==> config.mk <==
export PLATFORM = sky130hd
export DESIGN_NAME = interval_mean_min_max
export DESIGN_NICKNAME = d
export VERILOG_FILES = /design/src/hdl/imm_pkg.sv /design/src/hdl/interval_mean_min_max.sv /design/src/hdl/imm_ctrl.sv /design/src/hdl/imm_datapath.sv
export SDC_FILE = /design/constraint.sdc
export NUM_CORES = 2
export LEC_CHECK = 0
export BUFFER_PORTS_ARGS = -buffer_cell sky130_fd_sc_hd__buf_4
export CORE_MARGIN = 4
export CORE_UTILIZATION = 40
export CTS_BUF_LIST = sky130_fd_sc_hd__clkbuf_8 sky130_fd_sc_hd__clkbuf_16
export DETAILED_ROUTE_END_ITERATION = 8
export GPL_ROUTABILITY_DRIVEN = 0
export PLACE_DENSITY = 0.64
export SLEW_MARGIN = 20
export SYNTH_ARGS = -nofsm -noshare
export SYNTH_HDL_FRONTEND = slang
export SYNTH_SLANG_ARGS = --single-unit
==> constraint.sdc <==
create_clock -name clock -period 9.9 [get_ports clock]
set_input_delay 0.99 -clock clock [delete_from_list [all_inputs] [get_ports clock]]
set_output_delay 0.99 -clock clock [all_outputs]
set_load 0.005 [all_outputs]
==> src/hdl/imm_pkg.sv <==
`timescale 1ns / 1ps
`default_nettype none
// ---------------------------------------------------------------------------
// Interval mean, min and max package
// Shared request codes, reset and width constants and the controller/datapath bundles.
// ---------------------------------------------------------------------------
package imm_pkg;

   localparam logic       OP_ACCUMULATE = 1'b0;
   localparam logic       OP_READ       = 1'b1;

   localparam logic [30:0] DEFAULT_BOUND = 31'd16777216;

   localparam int CURRENT_BITS = 32;
   localparam int VOLTAGE_BITS = 24;

   typedef struct packed {
      logic accumulate;
      logic snapshot;
      logic step;
      logic load_result;
   } cmd_type;

   typedef struct packed {
      logic div_last;
   } status_type;

endpackage

`default_nettype wire

==> src/hdl/interval_mean_min_max.sv <==
// Accumulate requests are accepted every cycle, also while a read is being divided.
// A read request snapshots and clears the interval at once; its result is computed
// by a restoring divider that retires one quotient bit per cycle. A further read is
// held off until that result has moved into the output register. Reset is synchronous:
// the bound returns to one ampere and the interval is cleared in the same cycle.
`timescale 1ns / 1ps
`default_nettype none
// ---------------------------------------------------------------------------
// Interval mean, min and max accumulator
// Sums paired current and voltage samples, tracks current extremes, and
// reports means, extremes and count on a read-and-clear request.
// ---------------------------------------------------------------------------
module interval_mean_min_max #(
   parameter int COUNT_BITS = 32
) (
   input  wire logic         clock,
   input  wire logic         reset,
   input  wire logic         req_tvalid,
   output logic              req_tready,
   // Bits from the lowest: current_sample[31:0], voltage_sample[55:32].
   input  wire logic [55:0]  req_tdata,
   // Bits from the lowest: operation[0].
   input  wire logic [0:0]   req_tuser,
   output logic              rsp_tvalid,
   input  wire logic         rsp_tready,
   // Bits from the lowest: mean_current[31:0], mean_voltage[55:32],
   // lowest_current[87:56], highest_current[119:88], interval_samples[151:120].
   output logic [151:0]      rsp_tdata,
   input  wire logic         csr_wr_en,
   input  wire logic [30:0]  csr_wr_data
);

   imm_pkg::cmd_type    cmd;
   imm_pkg::status_type status;
   logic signed [31:0]  mean_current;
   logic signed [23:0]  mean_voltage;
   logic signed [31:0]  lowest_current;
   logic signed [31:0]  highest_current;
   logic [31:0]         interval_samples;

   imm_ctrl u_ctrl (
      .clock         (clock),
      .reset         (reset),
      .req_tvalid    (req_tvalid),
      .req_operation (req_tuser[0]),
      .req_tready    (req_tready),
      .rsp_tvalid    (rsp_tvalid),
      .rsp_tready    (rsp_tready),
      .cmd           (cmd),
      .status        (status)
   );

   imm_datapath #(
      .COUNT_BITS (COUNT_BITS)
   ) u_datapath (
      .clock            (clock),
      .reset            (reset),
      .cmd              (cmd),
      .status           (status),
      .req_current      (signed'(req_tdata[31:0])),
      .req_voltage      (signed'(req_tdata[55:32])),
      .csr_wr_en        (csr_wr_en),
      .csr_wr_data      (csr_wr_data),
      .mean_current     (mean_current),
      .mean_voltage     (mean_voltage),
      .lowest_current   (lowest_current),
      .highest_current  (highest_current),
      .interval_samples (interval_samples)
   );

   assign rsp_tdata = {interval_samples, highest_current, lowest_current,
                       mean_voltage, mean_current};

endmodule

`default_nettype wire

==> src/hdl/imm_ctrl.sv <==
`timescale 1ns / 1ps
`default_nettype none
// ---------------------------------------------------------------------------
// Interval mean, min and max controller
// Sequences snapshot, division and result hand-off; owns the result valid.
// ---------------------------------------------------------------------------
module imm_ctrl (
   input  wire logic               clock,
   input  wire logic               reset,
   input  wire logic               req_tvalid,
   input  wire logic               req_operation,
   output logic                    req_tready,
   output logic                    rsp_tvalid,
   input  wire logic               rsp_tready,
   output imm_pkg::cmd_type        cmd,
   input  wire imm_pkg::status_type status
);

   typedef enum logic [1:0] {
      ST_IDLE,
      ST_DIVIDE,
      ST_HOLD
   } state_type;

   state_type state_ff;
   state_type state_in;
   logic      rsp_valid_ff;
   logic      rsp_valid_in;
   logic      accept;

   assign req_tready = (req_operation == imm_pkg::OP_ACCUMULATE) || (state_ff == ST_IDLE);
   assign accept     = req_tvalid && req_tready;
   assign rsp_tvalid = rsp_valid_ff;

   always_comb begin
      state_in        = state_ff;
      rsp_valid_in    = rsp_valid_ff;
      cmd             = '0;
      cmd.accumulate  = accept && (req_operation == imm_pkg::OP_ACCUMULATE);
      cmd.snapshot    = accept && (req_operation == imm_pkg::OP_READ);
      unique case (state_ff)
         ST_IDLE: begin
            if (cmd.snapshot) begin
               state_in = ST_DIVIDE;
            end
         end
         ST_DIVIDE: begin
            cmd.step = 1'b1;
            if (status.div_last) begin
               state_in = ST_HOLD;
            end
         end
         ST_HOLD: begin
            if (!rsp_valid_ff || rsp_tready) begin
               cmd.load_result = 1'b1;
               state_in        = ST_IDLE;
            end
         end
         default: begin
            state_in = ST_IDLE;
         end
      endcase
      if (cmd.load_result) begin
         rsp_valid_in = 1'b1;
      end else if (rsp_tready) begin
         rsp_valid_in = 1'b0;
      end
   end

   always_ff @(posedge clock) begin
      if (reset) begin
         state_ff     <= ST_IDLE;
         rsp_valid_ff <= 1'b0;
      end else begin
         state_ff     <= state_in;
         rsp_valid_ff <= rsp_valid_in;
      end
   end

`ifndef SYNTH
   a_no_read_while_busy: assert property (@(posedge clock) disable iff (reset)
      (state_ff != ST_IDLE) |-> !cmd.snapshot)
      else $error("read request accepted while the divider is busy");

   a_load_when_free: assert property (@(posedge clock) disable iff (reset)
      cmd.load_result |-> (!rsp_valid_ff || rsp_tready))
      else $error("result loaded over an unclaimed result");

   a_last_step_to_hold: assert property (@(posedge clock) disable iff (reset)
      (state_ff == ST_DIVIDE && status.div_last) |=> (state_ff == ST_HOLD))
      else $error("division end not followed by result hold");
`endif

endmodule

`default_nettype wire

==> src/hdl/imm_datapath.sv <==
`timescale 1ns / 1ps
`default_nettype none
// ---------------------------------------------------------------------------
// Interval mean, min and max datapath
// Accumulators, bound register, shared-step restoring divider, result register.
// ---------------------------------------------------------------------------
module imm_datapath #(
   parameter int COUNT_BITS = 32
) (
   input  wire logic                clock,
   input  wire logic                reset,
   input  wire imm_pkg::cmd_type    cmd,
   output imm_pkg::status_type      status,
   input  wire logic signed [31:0]  req_current,
   input  wire logic signed [23:0]  req_voltage,
   input  wire logic                csr_wr_en,
   input  wire logic [30:0]         csr_wr_data,
   output logic signed [31:0]       mean_current,
   output logic signed [23:0]       mean_voltage,
   output logic signed [31:0]       lowest_current,
   output logic signed [31:0]       highest_current,
   output logic [31:0]              interval_samples
);

   localparam int TALLY_BITS = (COUNT_BITS < 32) ? COUNT_BITS : 32;
   localparam int CUR_W      = imm_pkg::CURRENT_BITS + TALLY_BITS;
   localparam int VOL_W      = imm_pkg::VOLTAGE_BITS + TALLY_BITS;
   localparam int STEP_W     = $clog2(CUR_W);
   localparam logic [TALLY_BITS-1:0] TALLY_LIMIT = {TALLY_BITS{1'b1}};
   localparam logic [STEP_W-1:0]     STEP_LAST   = STEP_W'(CUR_W - 1);

   logic [30:0]                  bound_ff;
   logic [TALLY_BITS-1:0]        tally_ff;
   logic signed [CUR_W-1:0]      cur_sum_ff;
   logic signed [VOL_W-1:0]      vol_sum_ff;
   logic signed [31:0]           low_ff;
   logic signed [31:0]           high_ff;

   logic [TALLY_BITS-1:0]        divisor_ff;
   logic                         empty_ff;
   logic                         cur_neg_ff;
   logic                         vol_neg_ff;
   logic [CUR_W-1:0]             cur_q_ff;
   logic [CUR_W-1:0]             vol_q_ff;
   logic [TALLY_BITS-1:0]        cur_r_ff;
   logic [TALLY_BITS-1:0]        vol_r_ff;
   logic signed [31:0]           snap_low_ff;
   logic signed [31:0]           snap_high_ff;
   logic [STEP_W-1:0]            step_ff;

   logic [CUR_W-1:0]             cur_mag;
   logic [VOL_W-1:0]             vol_mag;
   logic [TALLY_BITS:0]          cur_trial;
   logic [TALLY_BITS:0]          vol_trial;
   logic [TALLY_BITS:0]          cur_diff;
   logic [TALLY_BITS:0]          vol_diff;
   logic                         cur_ge;
   logic                         vol_ge;
   logic [31:0]                  cur_quot;
   logic [23:0]                  vol_quot;

   always_comb begin
      cur_mag   = cur_sum_ff[CUR_W-1] ? CUR_W'(-cur_sum_ff) : CUR_W'(cur_sum_ff);
      vol_mag   = vol_sum_ff[VOL_W-1] ? VOL_W'(-vol_sum_ff) : VOL_W'(vol_sum_ff);
      cur_trial = {cur_r_ff, cur_q_ff[CUR_W-1]};
      vol_trial = {vol_r_ff, vol_q_ff[CUR_W-1]};
      cur_ge    = cur_trial >= {1'b0, divisor_ff};
      vol_ge    = vol_trial >= {1'b0, divisor_ff};
      cur_diff  = cur_trial - {1'b0, divisor_ff};
      vol_diff  = vol_trial - {1'b0, divisor_ff};
      cur_quot  = cur_neg_ff ? (~cur_q_ff[31:0] + 32'd1) : cur_q_ff[31:0];
      vol_quot  = vol_neg_ff ? (~vol_q_ff[23:0] + 24'd1) : vol_q_ff[23:0];
   end

   assign status.div_last = (step_ff == STEP_LAST);

   always_ff @(posedge clock) begin
      if (reset) begin
         bound_ff   <= imm_pkg::DEFAULT_BOUND;
         tally_ff   <= '0;
         cur_sum_ff <= '0;
         vol_sum_ff <= '0;
         low_ff     <= signed'(32'(imm_pkg::DEFAULT_BOUND));
         high_ff    <= -signed'(32'(imm_pkg::DEFAULT_BOUND));
      end else begin
         if (csr_wr_en) begin
            bound_ff <= csr_wr_data;
         end
         if (cmd.snapshot) begin
            tally_ff   <= '0;
            cur_sum_ff <= '0;
            vol_sum_ff <= '0;
            low_ff     <= signed'(32'(bound_ff));
            high_ff    <= -signed'(32'(bound_ff));
         end else if (cmd.accumulate && (tally_ff != TALLY_LIMIT)) begin
            tally_ff   <= tally_ff + TALLY_BITS'(1);
            cur_sum_ff <= cur_sum_ff + CUR_W'(req_current);
            vol_sum_ff <= vol_sum_ff + VOL_W'(req_voltage);
            if (req_current < low_ff) begin
               low_ff <= req_current;
            end
            if (req_current > high_ff) begin
               high_ff <= req_current;
            end
         end
      end
   end

   always_ff @(posedge clock) begin
      if (cmd.snapshot) begin
         divisor_ff   <= tally_ff;
         empty_ff     <= (tally_ff == '0);
         cur_neg_ff   <= cur_sum_ff[CUR_W-1];
         vol_neg_ff   <= vol_sum_ff[VOL_W-1];
         cur_q_ff     <= cur_mag;
         vol_q_ff     <= CUR_W'(vol_mag);
         cur_r_ff     <= '0;
         vol_r_ff     <= '0;
         snap_low_ff  <= low_ff;
         snap_high_ff <= high_ff;
         step_ff      <= '0;
      end else if (cmd.step) begin
         cur_q_ff <= {cur_q_ff[CUR_W-2:0], cur_ge};
         vol_q_ff <= {vol_q_ff[CUR_W-2:0], vol_ge};
         cur_r_ff <= cur_ge ? cur_diff[TALLY_BITS-1:0] : cur_trial[TALLY_BITS-1:0];
         vol_r_ff <= vol_ge ? vol_diff[TALLY_BITS-1:0] : vol_trial[TALLY_BITS-1:0];
         step_ff  <= step_ff + STEP_W'(1);
      end
   end

   always_ff @(posedge clock) begin
      if (cmd.load_result) begin
         if (empty_ff) begin
            mean_current     <= '0;
            mean_voltage     <= 24'sd1;
            lowest_current   <= '0;
            highest_current  <= '0;
            interval_samples <= '0;
         end else begin
            mean_current     <= signed'(cur_quot);
            mean_voltage     <= signed'(vol_quot);
            lowest_current   <= snap_low_ff;
            highest_current  <= snap_high_ff;
            interval_samples <= 32'(divisor_ff);
         end
      end
   end

`ifndef SYNTH
   a_min_below_max: assert property (@(posedge clock) disable iff (reset)
      (tally_ff != '0) |-> (low_ff <= high_ff))
      else $error("running minimum above running maximum in a non-empty interval");

   a_tally_monotonic: assert property (@(posedge clock) disable iff (reset)
      !cmd.snapshot |=> (tally_ff >= $past(tally_ff)))
      else $error("sample count fell without a read");
`endif

endmodule

`default_nettype wire

Word level (Yosys, flattened, before mapping)
Cells that the tools add are included.
{ "word_totals": {"reg_bits": 699, "output_inout_bits": 154, "word_cells": 95} }
{ "classes": {"add_sub_neg": 11, "magnitude_cmp": 4, "eq_ne": 7, "mux": 25, "bitwise_logic": 3, "n_reduce_logical": 19} }
{ "op_table": {"columns": ["operator", "n"], "rows": [
  ["$mux 32", 6],
  ["$mux 64", 3],
  ["$mux 56", 3],
  ["$mux 31", 3],
  ["$ge 33x32->1", 2],
  ["$add 32x1->32 const B", 2],
  ["$add 64x32->64", 1],
  ["$neg 64->64", 1],
  ["$sub 32x32->32", 2],
  ["$add 56x24->56", 1],
  ["$neg 56->56", 1],
  ["$gt 32x32->1", 1],
  ["$logic_not 32->1", 1],
  ["$lt 32x32->1", 1],
  ["$ne 32x32->1 const B", 1],
  ["$neg 31->32", 1],
  ["$not 32->32", 1],
  ["$add 24x1->24 const B", 1],
  ["$mux 24", 1],
  ["$not 24->24", 1],
  ["$reduce_bool 2->1", 5],
  ["$add 6x1->6 const B", 1],
  ["$eq 6x6->1 const B", 1],
  ["$mux 2", 3],
  ["other kinds (14)", 25]
]} }

Longest topological paths before layout
{ "depth": {"word_depth": 7, "mapped_depth": 16, "mapped_depth_nobuf": 14} }

By module
A second synthesis with hierarchy kept.
{ "hier_totals": {"cells_unflattened": 4468, "area_unflattened_um2": 41393.4} }
{ "modules_own_cells": {"columns": ["module", "instances", "cells_each", "area_per_inst_um2", "seq_area_each_um2"], "rows": [
  ["imm_datapath", 1, 4449, 41225.8, 17646.9],
  ["imm_ctrl", 1, 19, 167.7, 60.1]
]} }

Worst setup path after synthesis
Ideal clock, no wire load.
{ "synth_timing": {"path_kind": "input to register", "start": "input port rsp_tready", "end": "register u_datapath.highest_current[0] (enable)", "setup_ns": 0.684, "t_arrival_ns": 7.809, "setup_slack_ns": 1.407, "stages": 2, "path_buffers": 0, "path_cell_list": "nand2b_1 > nor2b_1"} }
{ "synth_rtl": {"columns": ["element", "line", "rtl"], "rows": [
  ["start: declaration", "interval_mean_min_max.sv:25", "input wire logic rsp_tready,"],
  ["end signal: assignment", "imm_datapath.sv:143", "highest_current <= snap_high_ff;"],
  ["end: declaration", "imm_datapath.sv:21", "output logic signed [31:0] highest_current,"]
]} }

Worst setup path in the final report
{ "layout_timing": {"start": "register u_datapath.vol_sum_ff[2]", "end": "register u_datapath.vol_q_ff[53], data pin"} }
{ "layout_via": {"elab_chain_len": 3} }
{ "layout_lines": {"columns": ["element", "line", "rtl"], "rows": [
  ["start: declaration", "imm_datapath.sv:35", "logic signed [VOL_W-1:0] vol_sum_ff;"],
  ["start signal: assignment", "imm_datapath.sv:98", "vol_sum_ff <= vol_sum_ff + VOL_W'(req_voltage);"],
  ["$neg 56->56", "imm_datapath.sv:64", "vol_mag = vol_sum_ff[VOL_W-1] ? VOL_W'(-vol_sum_ff) : VOL_W'(vol_sum_ff);"],
  ["$mux 56", "imm_datapath.sv:64", null],
  ["$mux 56", "imm_datapath.sv:110", "if (cmd.snapshot) begin"],
  ["end signal: assignment", "imm_datapath.sv:116", "vol_q_ff <= CUR_W'(vol_mag);"],
  ["end signal: assignment", "imm_datapath.sv:124", "vol_q_ff <= {vol_q_ff[CUR_W-2:0], vol_ge};"],
  ["end: declaration", "imm_datapath.sv:44", "logic [CUR_W-1:0] vol_q_ff;"]
]} }
No other way between the ends.
A chain may end at the register's enable or synchronous reset.

==> flow_metrics.tcl <==
set metrics [dict create \
    postSynthRegisterBits 699 \
    die_w_um 329 \
    cp.depth 11 \
    ctsRootBufferMaster "clkbuf_16" \
    io_pins 247 \
    cts_buffer_depth 3 \
    mappedNetlistArea_mm2 0.0412 \
    worst_skew_pair.late_latency_ns 0.67 \
    min_to "u_datapath.vol_q_ff[61]" \
    synthAdderAreaFrac_pct 7.87 \
    die_area_mm2 0.108 \
    floorplan.initialDensity_pct 40.4 \
    post-dp-hpwl_um 81900 \
    synth_top_area_share_pct 27.0 \
    timing.critical_path.cells "nor4_1, nand2_1, or2_0, nor4_1, nand2_1, or3_1, or4_1, or3_1, o41ai_1, xor2_1, o21ai_0" \
    ctsResizeCount 0 \
    finalCoreUtilization_pct 46.2 \
    grt_first_pass_wirelength_um 178000 \
    area_growth_syn_to_layout_pct 14.3 \
    clk_pin_slew_worst_paths_ns 0.06 \
    cts_inserted_buffers 80 \
    floorplan.die.height_um 329 \
    cp.arrival_ns 4.77 \
    relSlewSlack_pct 26.0 \
    overflow 0 \
    route.met3.wl_um 7780 \
    status "completed" \
    timing.final.crit_share_pct 44.5 \
    critPathMaxStageDelay_ns 0.76 \
    timing.setup.critical_path_class "reg -> reg" \
    critical_path.startpoint_type "flop" \
    post_synth_main_area_contributors "edfxtp_1 (27%), dfxtp_1 (16%), ha_1 (7.7%), nand2_1 (5.3%), xor2_1 (5.2%)" \
    clock_sinks 699 \
    dr.first_iter.drc_count 2529 \
    drc_errors 0 \
    most-common-layout-cells "nand2_1 (579), o21ai_0 (397), edfxtp_1 (371)" \
    synth_simple_gate_area_share_pct 16.2 \
    synth_top_flop_cell "edfxtp_1" \
    routed_via_density 5.49 \
    post_cts.repair.setup_buffers 0 \
    post_drt_wl_per_cell_um 18.7 \
    cp_max_fo 7 \
    synth_seq_area_share_pct 42.9 \
    rows 117 \
    postSynthAreaPerCell_um2 9.17 \
    drv_slew 0 \
    synth_nets 4847 \
    htree_num_levels 3 \
    synthMuxAreaShare_pct 3.69 \
    filler_cell_count 9729 \
    static-leakage-power_nw 19.1 \
    highest_layer "met5" \
    synth_compound_area_share_pct 17.9 \
    synth.yosys.warnings 0 \
    cp.required_ns 10.27 \
    synth_enable_flop_cells 371 \
    synth_cells 4497 \
    postCtsHoldBufs 0 \
    final_layout_size_suffix_gt1_share_pct 9.76 \
    tmin_final_ns 4.40 \
    antenna_left 0 \
    p_total_mw 8.21 \
    met2WireLength_um 49200 \
    cp_slowest_cell "nor4_1" \
    grt_pass1_vias 31600 \
    synthXorXnorAreaFrac_pct 7.86 \
    num_antenna_cells 0 \
    worst-r2r-cell-count 11 \
    tritoncts "yes" \
    grt_start_max_net_pins 107 \
    fin_setup_tns_ns 0 \
    setup_viol 0 \
    critical_path.reg2reg.endpoint "u_datapath.vol_q_ff[53]" \
    main_combinational_cell_family_by_area_after_synthesis "compound AO/OA/AOI/OAI gates" \
    grt_antenna_before_repair 5 \
    min-delay-path-class "reg -> reg" \
    power.density_mw_per_mm2 174 \
    setup.worst_path.end_class "flop" \
    power.ir.vdd_worst_mv 0.114 \
    r2r_setup_slack_ns 5.50 \
    asyncSetResetFlopFracSynth_pct 0 \
    crit_buf_inv 0 \
    numPortBuffers 246 \
    yosysTopAreaCell "edfxtp_1" \
    coreArea_mm2 0.102 \
    maxCapViolations 0 \
    synthDistinctLibCells 75 \
    tightest_slew_ns 1.11 \
    layout_commonest_cell "nand2_1" \
    hold_violations 0 \
    number_of_instances_in_the_placed_design 5911 \
    achievable-frequency_ghz 0.227 \
    post_route_clock_skew_ns 0.0428 \
    dr_total_vias 33300 \
    detailedRoute.firstPassIterationCount 6 \
    finish.net_count 4975 \
    sum_of_routed_wire_length_over_all_layers_um 114000 \
    largest_delay_share_family_worst_path "simple AND/OR/NAND/NOR gates" \
    min_from "u_datapath.vol_q_ff[60]" \
    met1_length_um 54300 \
    layout_cells_excl_fill 6061 \
    groute.usage.overall_pct 20.5 \
    rsz_0062_raised_after_global_routing "false" \
    r2r_start "u_datapath.vol_sum_ff[2]" \
    worst_hold_path.num_cells 2 \
]
routing by layer:
layer | up-vias | GRT usage [%]
met5 | - | 0
met4 | 2 | 5.06
met3 | 154 | 4.50
met2 | 805 | 31.5
met1 | 15800 | 29.5
li1 | 16500 | -
per-stage QoR:
stage,area [um2],setup WS [ns],hold slack (ns)
6_report,47100,5.50,0.454
3_5_place_dp,44200,5.27,0.441
2_1_floorplan,41200,1.41,0.408
3_3_place_gp,44200,5.26,0.433
4_1_cts,47100,5.50,0.455
5_1_grt,47100,5.06,0.460
state kept, by name, summed over array words and instances (netlist names), 2 cells and up:
register	flops
u_datapath.cur_sum_ff	64
u_datapath.snap_low_ff	32
u_datapath.mean_current	32
u_datapath.vol_q_ff	64
u_datapath.vol_r_ff	32
u_datapath.mean_voltage	24
u_datapath.cur_r_ff	32
u_datapath.highest_current	32
u_datapath.cur_q_ff	64
u_datapath.interval_samples	32
u_datapath.vol_sum_ff	56
u_datapath.high_ff	32
u_datapath.snap_high_ff	32
u_datapath.step_ff	6
u_datapath.divisor_ff	32
u_datapath.tally_ff	32
u_datapath.lowest_current	32
u_datapath.low_ff	32
u_datapath.bound_ff	31
u_ctrl.state_ff	2
cells by family after synthesis:
family	after synthesis
compound gates	1205
xor+xnor	370
fa+ha+maj	257
buf+inv	388
flops	699
mux	152
simple gates	1426
how the worst max path moves through the flow:
| stage | from | slack (ns) | end |
|---|---|---|---|
| 4_1_cts | u_datapath.vol_sum_ff[2] | 5.50 | u_datapath.vol_q_ff[52] |
| 5_1_grt | u_datapath.vol_sum_ff[2] | 5.06 | u_datapath.vol_q_ff[53] |
| 3_5_place_dp | req_tdata[31] | 5.27 | u_datapath.cur_sum_ff[50] |
| 6_report | u_datapath.vol_sum_ff[2] | 5.50 | u_datapath.vol_q_ff[53] |
| 2_1_floorplan | rsp_tready | 1.41 | u_datapath.highest_current[0] |
| 3_3_place_gp | req_tdata[2] | 5.26 | u_datapath.cur_sum_ff[53] |
worst register-to-register path, delay by kind of cell (launching register included):
kind | cells | cell delay [ns]
XOR/XNOR | 1 | 0.17
flip-flops | 1 | 0.37
AND/OR/NAND/NOR | 8 | 3.16
AO/OA/AOI/OAI | 2 | 0.40
report_power, final:
group,leakage (nW),switching (mW),internal (mW)
clock,1.45,1.28,1.91
sequential,6.14,0.181,3.27
combinational,11.6,0.950,0.611
layout make-up:
cell class / count / area [um2] / share of cell area, %
Clock buffer: 89 / 2150 / 4.56
Clock inverter: 61 / 731 / 1.55
Inverter: 162 / 616 / 1.31
Multi-Input combinational cell: 3410 / 22200 / 47.0
Sequential cell: 699 / 17700 / 37.6
Tap cell: 1368 / 1710 / 3.63
Timing Repair Buffer: 272 / 2040 / 4.33
cells in the mapped netlist (9+ instances only):
| library cell | instances |
|---|---|
| a211o_1 | 11 |
| a211oi_1 | 78 |
| a21o_1 | 144 |
| a21oi_1 | 317 |
| a31o_2 | 9 |
| a31oi_1 | 23 |
| and3_1 | 32 |
| buf_1 | 13 |
| clkbuf_1 | 212 |
| dfxtp_1 | 328 |
| edfxtp_1 | 371 |
| ha_1 | 253 |
| inv_1 | 162 |
| mux2i_1 | 151 |
| nand2_1 | 579 |
| nand2b_1 | 26 |
| nand3_1 | 70 |
| nand4_1 | 75 |
| nor2_1 | 322 |
| nor2b_1 | 97 |
| nor3_1 | 44 |
| nor4_1 | 40 |
| o211ai_1 | 14 |
| o21a_1 | 18 |
| o21ai_0 | 397 |
| o21bai_1 | 32 |
| o31ai_1 | 62 |
| o41ai_1 | 27 |
| or2_2 | 18 |
| or3_1 | 47 |
| or4_1 | 32 |
| xnor2_1 | 125 |
| xor2_1 | 245 |
(Power assumes the default switching activity.)
